[config.mk]
export PLATFORM = sky130hd
export DESIGN_NAME = rgb_to_hue_and_magnitude_top
export DESIGN_NICKNAME = d
export VERILOG_FILES = /design/src/sv/rgbhm_pkg.sv /design/src/sv/rgb_to_hue_and_magnitude_top.sv
export SDC_FILE = /design/constraint.sdc
export NUM_CORES = 1
export LEC_CHECK = 0
export ABC_AREA = 1
export BUFFER_PORTS_ARGS = -buffer_cell sky130_fd_sc_hd__buf_2
export CORE_MARGIN = 8
export CORE_UTILIZATION = 25
export DETAILED_ROUTE_END_ITERATION = 16
export PLACE_DENSITY_LB_ADDON = 0.3
export SKIP_CTS_REPAIR_TIMING = 1
export SLEW_MARGIN = 20
export SYNTH_ARGS = -nofsm -noshare
export SYNTH_HDL_FRONTEND = slang
export SYNTH_SLANG_ARGS = --single-unit
[constraint.sdc]
create_clock -name clk_i -period 14.8 [get_ports clk_i]
set_input_delay 2.96 -clock clk_i [delete_from_list [all_inputs] [get_ports clk_i]]
set_output_delay 2.96 -clock clk_i [all_outputs]
set_load 0.03 [all_outputs]
[src/sv/rgbhm_pkg.sv]
// Package for the RGB to hue and magnitude block: field widths, hue segment
// codes and the elaboration-time builder of the lightness-to-magnitude table.
// Depends on nothing; used by rgb_to_hue_and_magnitude_top.
package rgbhm_pkg;

  localparam int unsigned LEVEL_W    = 8;
  localparam int unsigned SUM_W      = LEVEL_W + 1;
  localparam int unsigned DIFF_W     = LEVEL_W + 1;
  localparam int unsigned HUE_W      = 9;
  localparam int unsigned MAG_W      = 15;
  localparam int unsigned DIVIDEND_W = 18;
  localparam int unsigned DIVISOR_W  = LEVEL_W + 1;
  localparam int unsigned DIV_STEPS  = HUE_W;

  // Hue offsets in degrees for each segment of the color wheel.
  localparam logic [HUE_W-1:0] HUE_BASE_RED_UP   = 9'd360;
  localparam logic [HUE_W-1:0] HUE_BASE_RED_DOWN = 9'd0;
  localparam logic [HUE_W-1:0] HUE_BASE_GREEN    = 9'd240;
  localparam logic [HUE_W-1:0] HUE_BASE_BLUE     = 9'd120;
  localparam logic [15:0]      HUE_STEP          = 16'd60;

  // Gray input is divided as 720 / 2 so that it comes out as 360.
  localparam logic [DIVIDEND_W-1:0] GRAY_DIVIDEND = 18'd720;
  localparam logic [DIVISOR_W-1:0]  GRAY_DIVISOR  = 9'd2;

  // The table covers sums 256 to 511; all smaller sums map to the full magnitude.
  localparam int unsigned MAG_TABLE_AW    = 8;
  localparam int unsigned MAG_TABLE_DEPTH = 1 << MAG_TABLE_AW;
  localparam int unsigned MAG_TABLE_BASE  = 256;

  localparam logic [63:0] LH_DIVISOR     = 64'd102;
  localparam logic [63:0] LOG_DEN        = 64'd3200;
  localparam logic [63:0] LOG10_OF_2_Q32 = 64'd1292913987;
  localparam int          LOG_FRAC_BITS  = 28;

  typedef enum logic [1:0] {
    SEG_RED_UP,
    SEG_RED_DOWN,
    SEG_GREEN,
    SEG_BLUE
  } hue_seg_e;

  typedef logic [MAG_W-1:0] mag_table_t [MAG_TABLE_DEPTH];

  // Evaluated once at elaboration. Lightness in hundredths of a percent is
  // derived from the sum of max and min, then mapped through a fixed-point
  // log10 built by repeated squaring of a Q30 mantissa.
  function automatic mag_table_t build_mag_table(input int unsigned frac_bits);
    mag_table_t  tbl;
    logic [63:0] full;
    logic [63:0] s;
    logic [63:0] lh;
    logic [63:0] num;
    logic [63:0] m;
    logic [63:0] l2;
    logic [63:0] t;
    logic [63:0] res;
    int unsigned k;
    full = 64'd100 << frac_bits;
    for (int e = 0; e < MAG_TABLE_DEPTH; e++) begin
      s  = 64'(MAG_TABLE_BASE + e);
      lh = (64'd2000 * s + 64'd51) / LH_DIVISOR;
      if (lh <= 64'd5800) begin
        res = full;
      end else if (lh >= 64'd9000) begin
        res = 64'd0;
      end else begin
        num = 64'd3200 + 64'd9 * (lh - 64'd5800);
        k = 0;
        for (int j = 0; j < 3; j++) begin
          if (k == j && num >= (LOG_DEN << (j + 1))) begin
            k = j + 1;
          end
        end
        m  = (num << (30 - k)) / LOG_DEN;
        l2 = 64'(k) << LOG_FRAC_BITS;
        for (int i = LOG_FRAC_BITS - 1; i >= 0; i--) begin
          m = (m * m) >> 30;
          if (m >= (64'd2 << 30)) begin
            m  = m >> 1;
            l2 = l2 | (64'd1 << i);
          end
        end
        t = (l2 * LOG10_OF_2_Q32) >> LOG_FRAC_BITS;
        if (t >= (64'd1 << 32)) begin
          res = 64'd0;
        end else begin
          res = (full * ((64'd1 << 32) - t) + (64'd1 << 31)) >> 32;
        end
      end
      tbl[e] = res[MAG_W-1:0];
    end
    return tbl;
  endfunction

endpackage

[src/sv/rgb_to_hue_and_magnitude_top.sv]
// Top level of the RGB to hue and magnitude block: max/min stage, hue numerator
// and magnitude lookup stage, then a pipelined restoring divider for the hue.
// Depends on rgbhm_pkg.
//
// Usage:
//   The input channel takes one color (red, green, blue levels) per item with
//   valid_i/stall_o; the output channel gives one result per item (inverted
//   hue in degrees, log-mapped lightness with MAG_FRACTION_BITS fraction
//   bits) with valid_o/stall_i. Items leave in the order they arrive.
//   Each item passes through one stage for max/min, one for the hue numerator
//   and table lookup, and nine divider stages that each settle one quotient
//   bit of the hue.
//   Throughput is one item per cycle while the receiver does not stall;
//   every stage is a register with its own valid bit, and the magnitude
//   rides along with the hue through the divider.
//   When the receiver stalls, the held result stays on the output and the
//   stages behind it keep filling any empty slots, so stall_o rises only when
//   every stage holds an item.
//   Reset clears all valid bits; the pipeline is empty and ready right after.
module rgb_to_hue_and_magnitude_top
  import rgbhm_pkg::*;
#(
  parameter int unsigned MAG_FRACTION_BITS = 8
) (
  input  logic               clk_i,
  input  logic               rst_ni,
  input  logic               valid_i,
  output logic               stall_o,
  input  logic [LEVEL_W-1:0] red_level_i,
  input  logic [LEVEL_W-1:0] green_level_i,
  input  logic [LEVEL_W-1:0] blue_level_i,
  output logic               valid_o,
  input  logic               stall_i,
  output logic [HUE_W-1:0]   hue_degrees_o,
  output logic [MAG_W-1:0]   magnitude_o
);

  localparam int unsigned    MagFullRaw = 100 << MAG_FRACTION_BITS;
  localparam logic [MAG_W-1:0] MagFull  = MAG_W'(MagFullRaw);
  localparam mag_table_t     MagTable   = build_mag_table(MAG_FRACTION_BITS);

  // Stage 1 registers.
  logic                    s1_vld_q;
  logic [LEVEL_W-1:0]      s1_delta_q, s1_delta_d;
  logic [SUM_W-1:0]        s1_sum_q, s1_sum_d;
  logic signed [DIFF_W-1:0] s1_diff_q, s1_diff_d;
  hue_seg_e                s1_seg_q, s1_seg_d;

  // Index 0 is the numerator stage, 1 to DIV_STEPS are the divider stages.
  logic                    vld_q   [DIV_STEPS+1];
  logic [DIVIDEND_W-1:0]   rem_q   [DIV_STEPS+1];
  logic [DIVIDEND_W-1:0]   rem_d   [DIV_STEPS+1];
  logic [DIVISOR_W-1:0]    dvs_q   [DIV_STEPS+1];
  logic [HUE_W-1:0]        quo_q   [DIV_STEPS+1];
  logic [HUE_W-1:0]        quo_d   [DIV_STEPS+1];
  logic [MAG_W-1:0]        mag_q   [DIV_STEPS+1];
  logic                    adv     [DIV_STEPS+1];
  logic                    s1_adv;

  logic [LEVEL_W-1:0]      mx, mn;
  logic [HUE_W-1:0]        base;
  logic [16:0]             prod_base;
  logic signed [15:0]      prod_diff;
  logic signed [18:0]      num_s;
  logic [DIVIDEND_W-1:0]   rem0_d;
  logic [DIVISOR_W-1:0]    dvs0_d;
  logic [MAG_W-1:0]        mag0_d;

  // A stage moves forward when it is empty or the stage after it moves.
  always_comb begin
    adv[DIV_STEPS] = !vld_q[DIV_STEPS] || !stall_i;
    for (int j = DIV_STEPS - 1; j >= 0; j--) begin
      adv[j] = !vld_q[j] || adv[j+1];
    end
    s1_adv  = !s1_vld_q || adv[0];
    stall_o = !s1_adv;
  end

  // Max, min and the hue segment. Red wins ties, then green.
  always_comb begin
    mx = red_level_i;
    mn = red_level_i;
    if (green_level_i > mx) mx = green_level_i;
    if (blue_level_i > mx)  mx = blue_level_i;
    if (green_level_i < mn) mn = green_level_i;
    if (blue_level_i < mn)  mn = blue_level_i;
    s1_delta_d = mx - mn;
    s1_sum_d   = {1'b0, mx} + {1'b0, mn};
    if (mx == red_level_i) begin
      s1_seg_d  = (green_level_i >= blue_level_i) ? SEG_RED_UP : SEG_RED_DOWN;
      s1_diff_d = $signed({1'b0, green_level_i}) - $signed({1'b0, blue_level_i});
    end else if (mx == green_level_i) begin
      s1_seg_d  = SEG_GREEN;
      s1_diff_d = $signed({1'b0, blue_level_i}) - $signed({1'b0, red_level_i});
    end else begin
      s1_seg_d  = SEG_BLUE;
      s1_diff_d = $signed({1'b0, red_level_i}) - $signed({1'b0, green_level_i});
    end
  end

  // Hue numerator base*d - 60*diff, which is never negative, and the
  // rounding form (2*num + d) / (2*d).
  always_comb begin
    case (s1_seg_q)
      SEG_RED_UP:   base = HUE_BASE_RED_UP;
      SEG_RED_DOWN: base = HUE_BASE_RED_DOWN;
      SEG_GREEN:    base = HUE_BASE_GREEN;
      SEG_BLUE:     base = HUE_BASE_BLUE;
      default:      base = HUE_BASE_RED_DOWN;
    endcase
    prod_base = 17'(base) * 17'(s1_delta_q);
    prod_diff = $signed({{(16-DIFF_W){s1_diff_q[DIFF_W-1]}}, s1_diff_q})
                * $signed(HUE_STEP);
    num_s     = $signed({2'b00, prod_base}) - $signed({{3{prod_diff[15]}}, prod_diff});
    if (s1_delta_q == '0) begin
      rem0_d = GRAY_DIVIDEND;
      dvs0_d = GRAY_DIVISOR;
    end else begin
      rem0_d = {num_s[16:0], 1'b0} + {{(DIVIDEND_W-LEVEL_W){1'b0}}, s1_delta_q};
      dvs0_d = {s1_delta_q, 1'b0};
    end
    mag0_d = s1_sum_q[SUM_W-1] ? MagTable[s1_sum_q[MAG_TABLE_AW-1:0]] : MagFull;
  end

  // One quotient bit per divider stage, most significant first.
  always_comb begin
    logic [DIVIDEND_W-1:0] shifted;
    rem_d[0] = rem0_d;
    quo_d[0] = '0;
    for (int j = 0; j < DIV_STEPS; j++) begin
      shifted = DIVIDEND_W'(dvs_q[j]) << (DIV_STEPS - 1 - j);
      if (rem_q[j] >= shifted) begin
        rem_d[j+1] = rem_q[j] - shifted;
        quo_d[j+1] = {quo_q[j][HUE_W-2:0], 1'b1};
      end else begin
        rem_d[j+1] = rem_q[j];
        quo_d[j+1] = {quo_q[j][HUE_W-2:0], 1'b0};
      end
    end
  end

  always_ff @(posedge clk_i or negedge rst_ni) begin
    if (!rst_ni) begin
      s1_vld_q <= 1'b0;
      for (int j = 0; j <= DIV_STEPS; j++) begin
        vld_q[j] <= 1'b0;
      end
    end else begin
      if (s1_adv) s1_vld_q <= valid_i;
      if (adv[0]) vld_q[0] <= s1_vld_q;
      for (int j = 1; j <= DIV_STEPS; j++) begin
        if (adv[j]) vld_q[j] <= vld_q[j-1];
      end
    end
  end

  always_ff @(posedge clk_i) begin
    if (s1_adv) begin
      s1_delta_q <= s1_delta_d;
      s1_sum_q   <= s1_sum_d;
      s1_diff_q  <= s1_diff_d;
      s1_seg_q   <= s1_seg_d;
    end
    if (adv[0]) begin
      rem_q[0] <= rem_d[0];
      dvs_q[0] <= dvs0_d;
      quo_q[0] <= quo_d[0];
      mag_q[0] <= mag0_d;
    end
    for (int j = 1; j <= DIV_STEPS; j++) begin
      if (adv[j]) begin
        rem_q[j] <= rem_d[j];
        dvs_q[j] <= dvs_q[j-1];
        quo_q[j] <= quo_d[j];
        mag_q[j] <= mag_q[j-1];
      end
    end
  end

  assign valid_o       = vld_q[DIV_STEPS];
  assign hue_degrees_o = quo_q[DIV_STEPS];
  assign magnitude_o   = mag_q[DIV_STEPS];

endmodule

### Word-level counts from Yosys, hierarchy flattened

Memories as Yosys holds them, arrays and structs flattened.
Index checks and enable logic that the tools add are counted.

* register bits after elaboration: 39
* logic and storage cells: 138
* memories: 5
* RAM bits: 510
* output and inout port bits: 26
* ROM bits: 3840

* add/subtract/negate cells: 16
* reductions and logical operators: 26
* magnitude comparators: 15
* muxes and demuxes: 53
* bitwise gates (word level): 1
* equality and inequality tests: 5
* multiply operators: 2

Memories
* (no name shown): depth 256, width 15, read ports 1, clocked after memory_dff 0, wr ports 0, RTL line rgb_to_hue_and_magnitude_top.sv:122 `mag0_d = s1_sum_q[SUM_W-1] ? MagTable[s1_sum_q[MAG_TABLE_AW-1:0]] : MagFull;`
* rem_q: depth 10, width 18, read ports 9, clocked after memory_dff 0, wr ports 10, RTL line rgb_to_hue_and_magnitude_top.sv:51 `logic [DIVIDEND_W-1:0] rem_q [DIV_STEPS+1];`
* mag_q: depth 10, width 15, read ports 10, clocked after memory_dff 0, wr ports 10, RTL line rgb_to_hue_and_magnitude_top.sv:56 `logic [MAG_W-1:0] mag_q [DIV_STEPS+1];`
* dvs_q: depth 10, width 9, read ports 9, clocked after memory_dff 0, wr ports 10, RTL line rgb_to_hue_and_magnitude_top.sv:53 `logic [DIVISOR_W-1:0] dvs_q [DIV_STEPS+1];`
* quo_q: depth 10, width 9, read ports 10, clocked after memory_dff 0, wr ports 10, RTL line rgb_to_hue_and_magnitude_top.sv:54 `logic [HUE_W-1:0] quo_q [DIV_STEPS+1];`

Operator list (number)
* $mux W18: 10
* $mux W15: 3
* $pmux W9 S4: 1
* $mux W8: 4
* $mux W1: 31
* $mux W9: 3
* $sub A8 B8 Y9: 3
* $add A18 B8 Y18: 1
* $ge A18 B10 Y1: 1
* $ge A18 B11 Y1: 1
* $ge A18 B12 Y1: 1
* $ge A18 B13 Y1: 1
* $ge A18 B14 Y1: 1
* $ge A18 B15 Y1: 1
* $ge A18 B16 Y1: 1
* $ge A18 B17 Y1: 1
* $ge A18 B9 Y1: 1
* $sub A18 B10 Y18: 1
* $sub A18 B11 Y18: 1
* $sub A18 B12 Y18: 1
* $sub A18 B13 Y18: 1
* $sub A18 B14 Y18: 1
* $sub A18 B15 Y18: 1
* $sub A18 B16 Y18: 1
* other kinds (20): 46

### Depth between registers and ports, before layout

Gate-level depths: netlist (run 1).

* depth in word-level cells: 13
* mapped depth: 36
* depth with buffers taken out: 36

### Worst setup path before layout (run 1)

No wires, ideal clock.

* path type: input port to output port
* start: in stall_i
* end: out stall_o
* path slack: 2.269 ns
* data arrival time: 9.571 ns
* data required time: 11.840 ns
* cell stages on the path: 18
* path buffers: 0
* path through: nand2_1 nor2_1 inv_1 nor2_1 inv_2 nor2_1 inv_2 nor2_1 inv_1 nor2_1 inv_2 nor2_2 inv_2 nor2_2 nand2_2 nor2_2 nand2_2 inv_2

RTL lines
* start: declaration: RTL line rgb_to_hue_and_magnitude_top.sv:33 `input logic stall_i,`
* end: declaration: RTL line rgb_to_hue_and_magnitude_top.sv:28 `output logic stall_o,`

==> metrics, run 1 <==
result of the run=finished clean; crit path buf inv count=12; final-layout setup total negative slack=0 ns; Initial Util=25.1%; syn nets=3098; die area=120000 um2; area of the multi-input gates=11900 um2; sequential share of the synthesized area=49.4%; total track usage=9.99%; shortest period the worst path allows=11.67 ns; share of layout cells above drive strength 1=6.90%; maximum number of buffers from clock root to sink=3; pin count of the biggest net entering global routing=53; FMAX=85.7 MHz; total number of vias=18800; depth of the worst register-to-register path=34; fin. max-slew vios=0; Wirelength per Cell=14.5 um; growth of design area from synthesis to finish=12.3%; gr ovfl total=0; cell count after synthesis=2789; Core Footprint=109000 um2; crit-path max FO=48; standard-cell rows=121; initial antenna violation count=1; CP top delay family=buffers and inverters; 1st-iter DRT viols=1050; slew at the pin with the worst max-slew slack=0.972 ns; number of levels the H-tree was split into=2; nature of the critical path endpoint=output port; synthesized area per cell=9.78 um2; max_slew headroom=34.9%; commonest non-fill, non-tap cell in the layout=nand2_1; CTS tree=built; final worst clock skew=0.0251 ns; most frequent cells in the layout=nand2_1 (532), edfxtp_1 (439), inv_1 (421); clock latency at the later pin of the worst-skew pair=0.58 ns; worst slack on hold paths=0.407 ns; detailed-routing iteration count for the pre-antenna-repair pass=5; Worst path depth=23; post-detailed-placement half-perimeter wirelength=48.7 mm; Final Hold Fails=0; yosys warns=0; category of the most critical setup path=in -> out; number of cells on the worst hold path=0; Ant. Diodes=0; Die X-Extent=346 um; Clock Pin Slew Worst Setup and Hold Paths=0.06 ns; number of enable-type register cells in the synthesized netlist=439; clock root buffer=clkbuf_16; critical path data arrival time=8.71 ns; global-route wire length before repair=99.7 mm; Routability Congestion=0.930; clk sinks=450; Post-Syn Area=27300 um2; top-level port count=54; DRC violation count after routing=0; post-DR vias/cell=4.38; via count of the first global-routing pass=19000; standard cell with the maximum stage delay on the critical path=inv_2; CP peak stage delay=0.70 ns; count of unique library cells instantiated by Yosys=55; cell breakdown of the critical path=buf_2, nand2_1, buf_4, nor2_1, inv_2, nor2_1, inv_2, nor2_1, inv_2, nor2_1, clkinv_1, buf_4, nor2_1, inv_2, nor2_2, inv_2, nor2_2, nand2_2, buf_4, nor2_2, nand2_2, inv_2, buf_2; max capacitance violation total=0; endpoint required time on the critical path=11.84 ns; worst hold path type=reg -> reg; Post-DRT Antenna Nets=0; unrepaired setup endpoints after global routing=false; # setup viols final=0; Final #Nets=3159; primary flip-flop cell chosen by synthesis mapping=edfxtp_1; crit path launch type=input port; die height=346 um; # port buffers=53; proportion of register bits with asynchronous set or reset after synthesis=2.44%; register area=13500 um2; routed wire length=62.1 mm; number of buffers added by the clock tree synthesis step=44; number of synthesized register bits=450; CP dominant cell by count=inv_2; Filler Cell Count=11300; crit share post-route=78.9%
[cells in the mapped netlist (3+ instances only)]
cell	number	area, um2
nand3_2	12	120
o211ai_1	10	75.1
o2111ai_1	7	61.3
o31ai_1	8	60.1
nor2_1	193	724
o221ai_1	7	61.3
o21bai_1	10	75.1
inv_2	10	37.5
nand2_2	17	106
nor3_1	38	190
a21oi_1	153	766
xor2_1	81	709
nand2_1	532	2000
inv_1	423	1590
nand2_4	3	33.8
clkinv_1	4	15.0
buf_2	9	45.0
a22o_1	3	26.3
a221oi_1	6	52.6
o21a_1	3	22.5
o22ai_1	7	43.8
nand4_1	34	213
a311oi_1	5	43.8
a211oi_1	13	97.6
a31oi_1	23	144
nor4_1	14	87.6
clkbuf_1	39	146
o311ai_0	6	52.6
edfxtp_1	439	13200
a21boi_0	5	37.5
o21ai_0	159	796
ha_1	222	2780
fa_1	59	1180
nor2_2	5	31.3
xnor2_1	43	377
or2_2	11	68.8
buf_1	7	26.3
dfrtp_1	11	275
a21o_1	5	37.5
nand3b_1	9	67.6
nand3_1	125	626
[state kept, by name, summed over array words and instances, names as in the netlist]
name	cells
vld_q	9
s1_seg_q	2
mag_q	150
s1_sum_q	9
s1_delta_q	7
s1_vld_q	1
quo_q	45
rem_q	162
s1_diff_q	9
dvs_q	55
valid_o	1
[path summary, 6_finish.rpt]
check / from / endpoint / slack, ns
max: stall_i / stall_o / 3.13
min: mag_q[0][12] / mag_q[1][12] / 0.41
max reg2reg: s1_diff_q[0] / rem_q[0][17] / 7.64
min reg2reg: mag_q[0][12] / mag_q[1][12] / 0.41
max in group asynchronous: rst_ni / vld_q[9] / 12.22
min in group asynchronous: rst_ni / valid_o / 2.28
[logic make-up (layout without fill, tap and decap cells)]
group / Yosys count / count (layout) / synth area share (%)
AO/OA/AOI/OAI: 439 / 439 / 9.30
adder cells (fa/ha/maj): 281 / 281 / 14.5
flip-flops: 450 / 450 / 49.4
XOR/XNOR: 124 / 124 / 3.98
buffers and inverters: 495 / 590 / 6.92
AND/OR/NAND/NOR: 1000 / 1000 / 15.9
[worst reg2reg max path: cells and delay by family (launching register included)]
family	cells	cell delay [ns]
buffers and inverters	6	0.33
xor gates and xnor gates	3	0.69
AOI/OAI and AO/OA	3	0.59
adders and majority gates	9	3.61
DFF	1	0.48
and+or+nand+nor	13	1.18
[routing by layer]
layer	vias to the layer above	global-route usage [%]	routed length, um
li1	9609	-	-
met1	8649	12.8	28300
met2	437	16.9	28900
met3	137	1.87	2880
met4	0	3.30	1990
met5	-	0	0
[area by class of cell]
| type | count | share of cell area, % |
|---|---|---|
| clock buffers | 59 | 3.88 |
| repair buffers | 73 | 1.36 |
| clock inverters | 21 | 0.735 |
| inverters | 437 | 5.36 |
| well taps | 1414 | 5.78 |
| flip-flops and latches | 450 | 43.9 |
| multi-input cells | 1844 | 39.0 |
[stage by stage]
stage / setup slack, ns / utilization (%) / cells / area [um2]
floorplan: 2.27 / - / 2789 / 27300
detailed placement: 2.90 / 26.9 / 4218 / 29200
global placement: 2.81 / 26.9 / 4218 / 29200
global route: 2.20 / 28.2 / 4298 / 30600
CTS: 2.89 / 28.2 / 4298 / 30600
finish: 3.13 / 28.2 / 4298 / 30600
Power of run 1 is not shown: default switching activity piles up to over one toggle a cycle in this logic, so the estimate is an artifact.
==> run 2: changes to the inputs <==
==> constraint.sdc (replaced) <==
create_clock -name clk_i -period 10.6 [get_ports clk_i]
set_input_delay 2.12 -clock clk_i [delete_from_list [all_inputs] [get_ports clk_i]]
set_output_delay 2.12 -clock clk_i [all_outputs]
set_load 0.03 [all_outputs]
==> run 2 against run 1 <==
  * Worst setup slack lost 1.5 ns
  * Die area unchanged
  * First-iteration DRC count is 25% higher
  * Critical endpoint unchanged
  * Largest cell class unchanged
  * Final area rose by 0.34%
  * Via count rose by 0.77%
==> metrics, run 2 (same netlist as run 1, synthesis figures left out) <==
Core Footprint=109000 um2 (unchanged); Post-DRT Antenna Nets=0 (unchanged); maximum number of buffers from clock root to sink=3 (unchanged); cell breakdown of the critical path=buf_2, nand2_1, buf_4, nor2_1, clkinvlp_4, nor2_1, inv_2, nor2_1, inv_2, buf_4, nor2_1, clkinv_1, nor2_1, inv_2, nor2_2, inv_2, nor2_2, nand2_2, nor2_2, nand2_2, inv_2, buf_2 (was buf_2, nand2_1, buf_4, nor2_1, inv_2, nor2_1, inv_2, nor2_1, inv_2, nor2_1, clkinv_1, buf_4, nor2_1, inv_2, nor2_2, inv_2, nor2_2, nand2_2, buf_4, nor2_2, nand2_2, inv_2, buf_2); crit-path max FO=47 (was 48); die height=346 um (unchanged); total track usage=10.5% (was 9.99%); endpoint required time on the critical path=8.48 ns (was 11.84 ns); Ant. Diodes=0 (unchanged); top-level port count=54 (unchanged); initial antenna violation count=0 (was 1); number of levels the H-tree was split into=2 (unchanged); # port buffers=53 (unchanged); pin count of the biggest net entering global routing=50 (was 53); unrepaired setup endpoints after global routing=false (unchanged); clock latency at the later pin of the worst-skew pair=0.57 ns (was 0.58 ns); Die X-Extent=346 um (unchanged); routed wire length=65.1 mm (was 62.1 mm); Clock Pin Slew Worst Setup and Hold Paths=0.06 ns (about the same); slew at the pin with the worst max-slew slack=1.00 ns (was 0.972 ns); clock root buffer=clkbuf_16 (unchanged); Initial Util=25.1% (unchanged); Biggest register=rem_q (unchanged); standard-cell rows=121 (unchanged); gr ovfl total=0 (unchanged); via count of the first global-routing pass=19200 (was 19000); post-detailed-placement half-perimeter wirelength=50.8 mm (was 48.7 mm); flip-flop count of the largest register, all copies and words added=162 (unchanged); most frequent cells in the layout=nand2_1 (532), edfxtp_1 (439), inv_1 (421) (unchanged); Wirelength per Cell=15.1 um (was 14.5 um); detailed-routing iteration count for the pre-antenna-repair pass=5 (unchanged); category of the most critical setup path=in -> out (unchanged); DRC violation count after routing=0 (unchanged); global-route wire length before repair=103 mm (was 99.7 mm); final-layout setup total negative slack=0 ns (unchanged); shortest period the worst path allows=8.95 ns; result of the run=finished clean (unchanged); placed cell count=4215 (was 4218); die area=120000 um2 (unchanged); depth of the worst register-to-register path=34 (unchanged); number of cells on the worst hold path=0 (unchanged); crit share post-route=84.5%; number of buffers added by the clock tree synthesis step=46 (was 44); CP peak stage delay=0.71 ns (was 0.70 ns); Routability Congestion=0.926 (was 0.930); growth of design area from synthesis to finish=12.7% (was 12.3%); fin. max-slew vios=0 (unchanged); register area=13500 um2 (unchanged); final worst clock skew=0.0197 ns (was 0.0251 ns); Filler Cell Count=11400 (was 11300); Final #Nets=3158 (was 3159); FF-to-FF setup slack=3.45 ns (was 7.64 ns); total number of vias=19000 (was 18800); Top Registers=rem_q: 162 flops, mag_q: 150 flops, dvs_q: 55 flops (unchanged); share of layout cells above drive strength 1=7.00% (was 6.90%); max capacitance violation total=0 (unchanged); worst hold path type=reg -> reg (unchanged); CTS tree=built (unchanged); 1st-iter DRT viols=1310 (was 1050); post-route insts no fill=4299 (was 4298); critical path data arrival time=6.83 ns (was 8.71 ns); max_slew headroom=33.1% (was 34.9%); FMAX=112 MHz; nature of the critical path endpoint=output port (unchanged); post-DR vias/cell=4.41 (was 4.38); Final Hold Fails=0 (unchanged); commonest non-fill, non-tap cell in the layout=nand2_1 (unchanged); area of the multi-input gates=11900 um2 (unchanged); final cell area excluding filler cells=30700 um2 (was 30600 um2); clk sinks=450 (unchanged); final core utilization=28.3% (was 28.2%); crit path launch type=input port (unchanged); # setup viols final=0 (unchanged); area of placed instances=29200 um2 (about the same); standard cell with the maximum stage delay on the critical path=nand2_2 (was inv_2)
==> run 2: final timing paths <==
check / startpoint / to
worst max-delay path: stall_i / stall_o
worst min-delay path: mag_q[2][1] / mag_q[3][1]
worst max register to register: s1_diff_q[0] / rem_q[0][17]
worst min register to register: mag_q[2][1] / mag_q[3][1]
max in group asynchronous: rst_ni / s1_vld_q
min in group asynchronous: rst_ni / valid_o
==> run 2: metrics by stage <==
step | hold WS, ns | worst slack, ns
2_1_floorplan | 0.400 | 0.135
3_3_place_gp | 0.401 | 1.42
3_5_place_dp | 0.405 | 1.44
4_1_cts | 0.406 | 1.42
5_1_grt | 0.408 | 0.926
6_report | 0.405 | 1.65
==> run 2: worst max-delay path: cells and delay by family <==
family        cells  cell delay (ns)
simple gates     11             1.93
buf+inv          11             2.70
==> run 2: cell type report <==
class	instances	area share (%)
multi-input combinational	1844	38.8
tap	1414	5.76
timing repair buffer	70	1.28
clock inverter	26	1.04
sequential	450	43.8
clock buffer	58	3.96
inverter	437	5.35
==> run 2: metal layers <==
metal / GRT usage [%] / routed length [um] / vias to the layer above
met1: 12.7 / 28000 / 8801
met2: 18.8 / 32100 / 440
met5: 0 / 0 / -
met3: 1.78 / 2860 / 139
met4: 3.44 / 2120 / 0
li1: - / - / 9597
Power of run 2 is left out for the same reason.
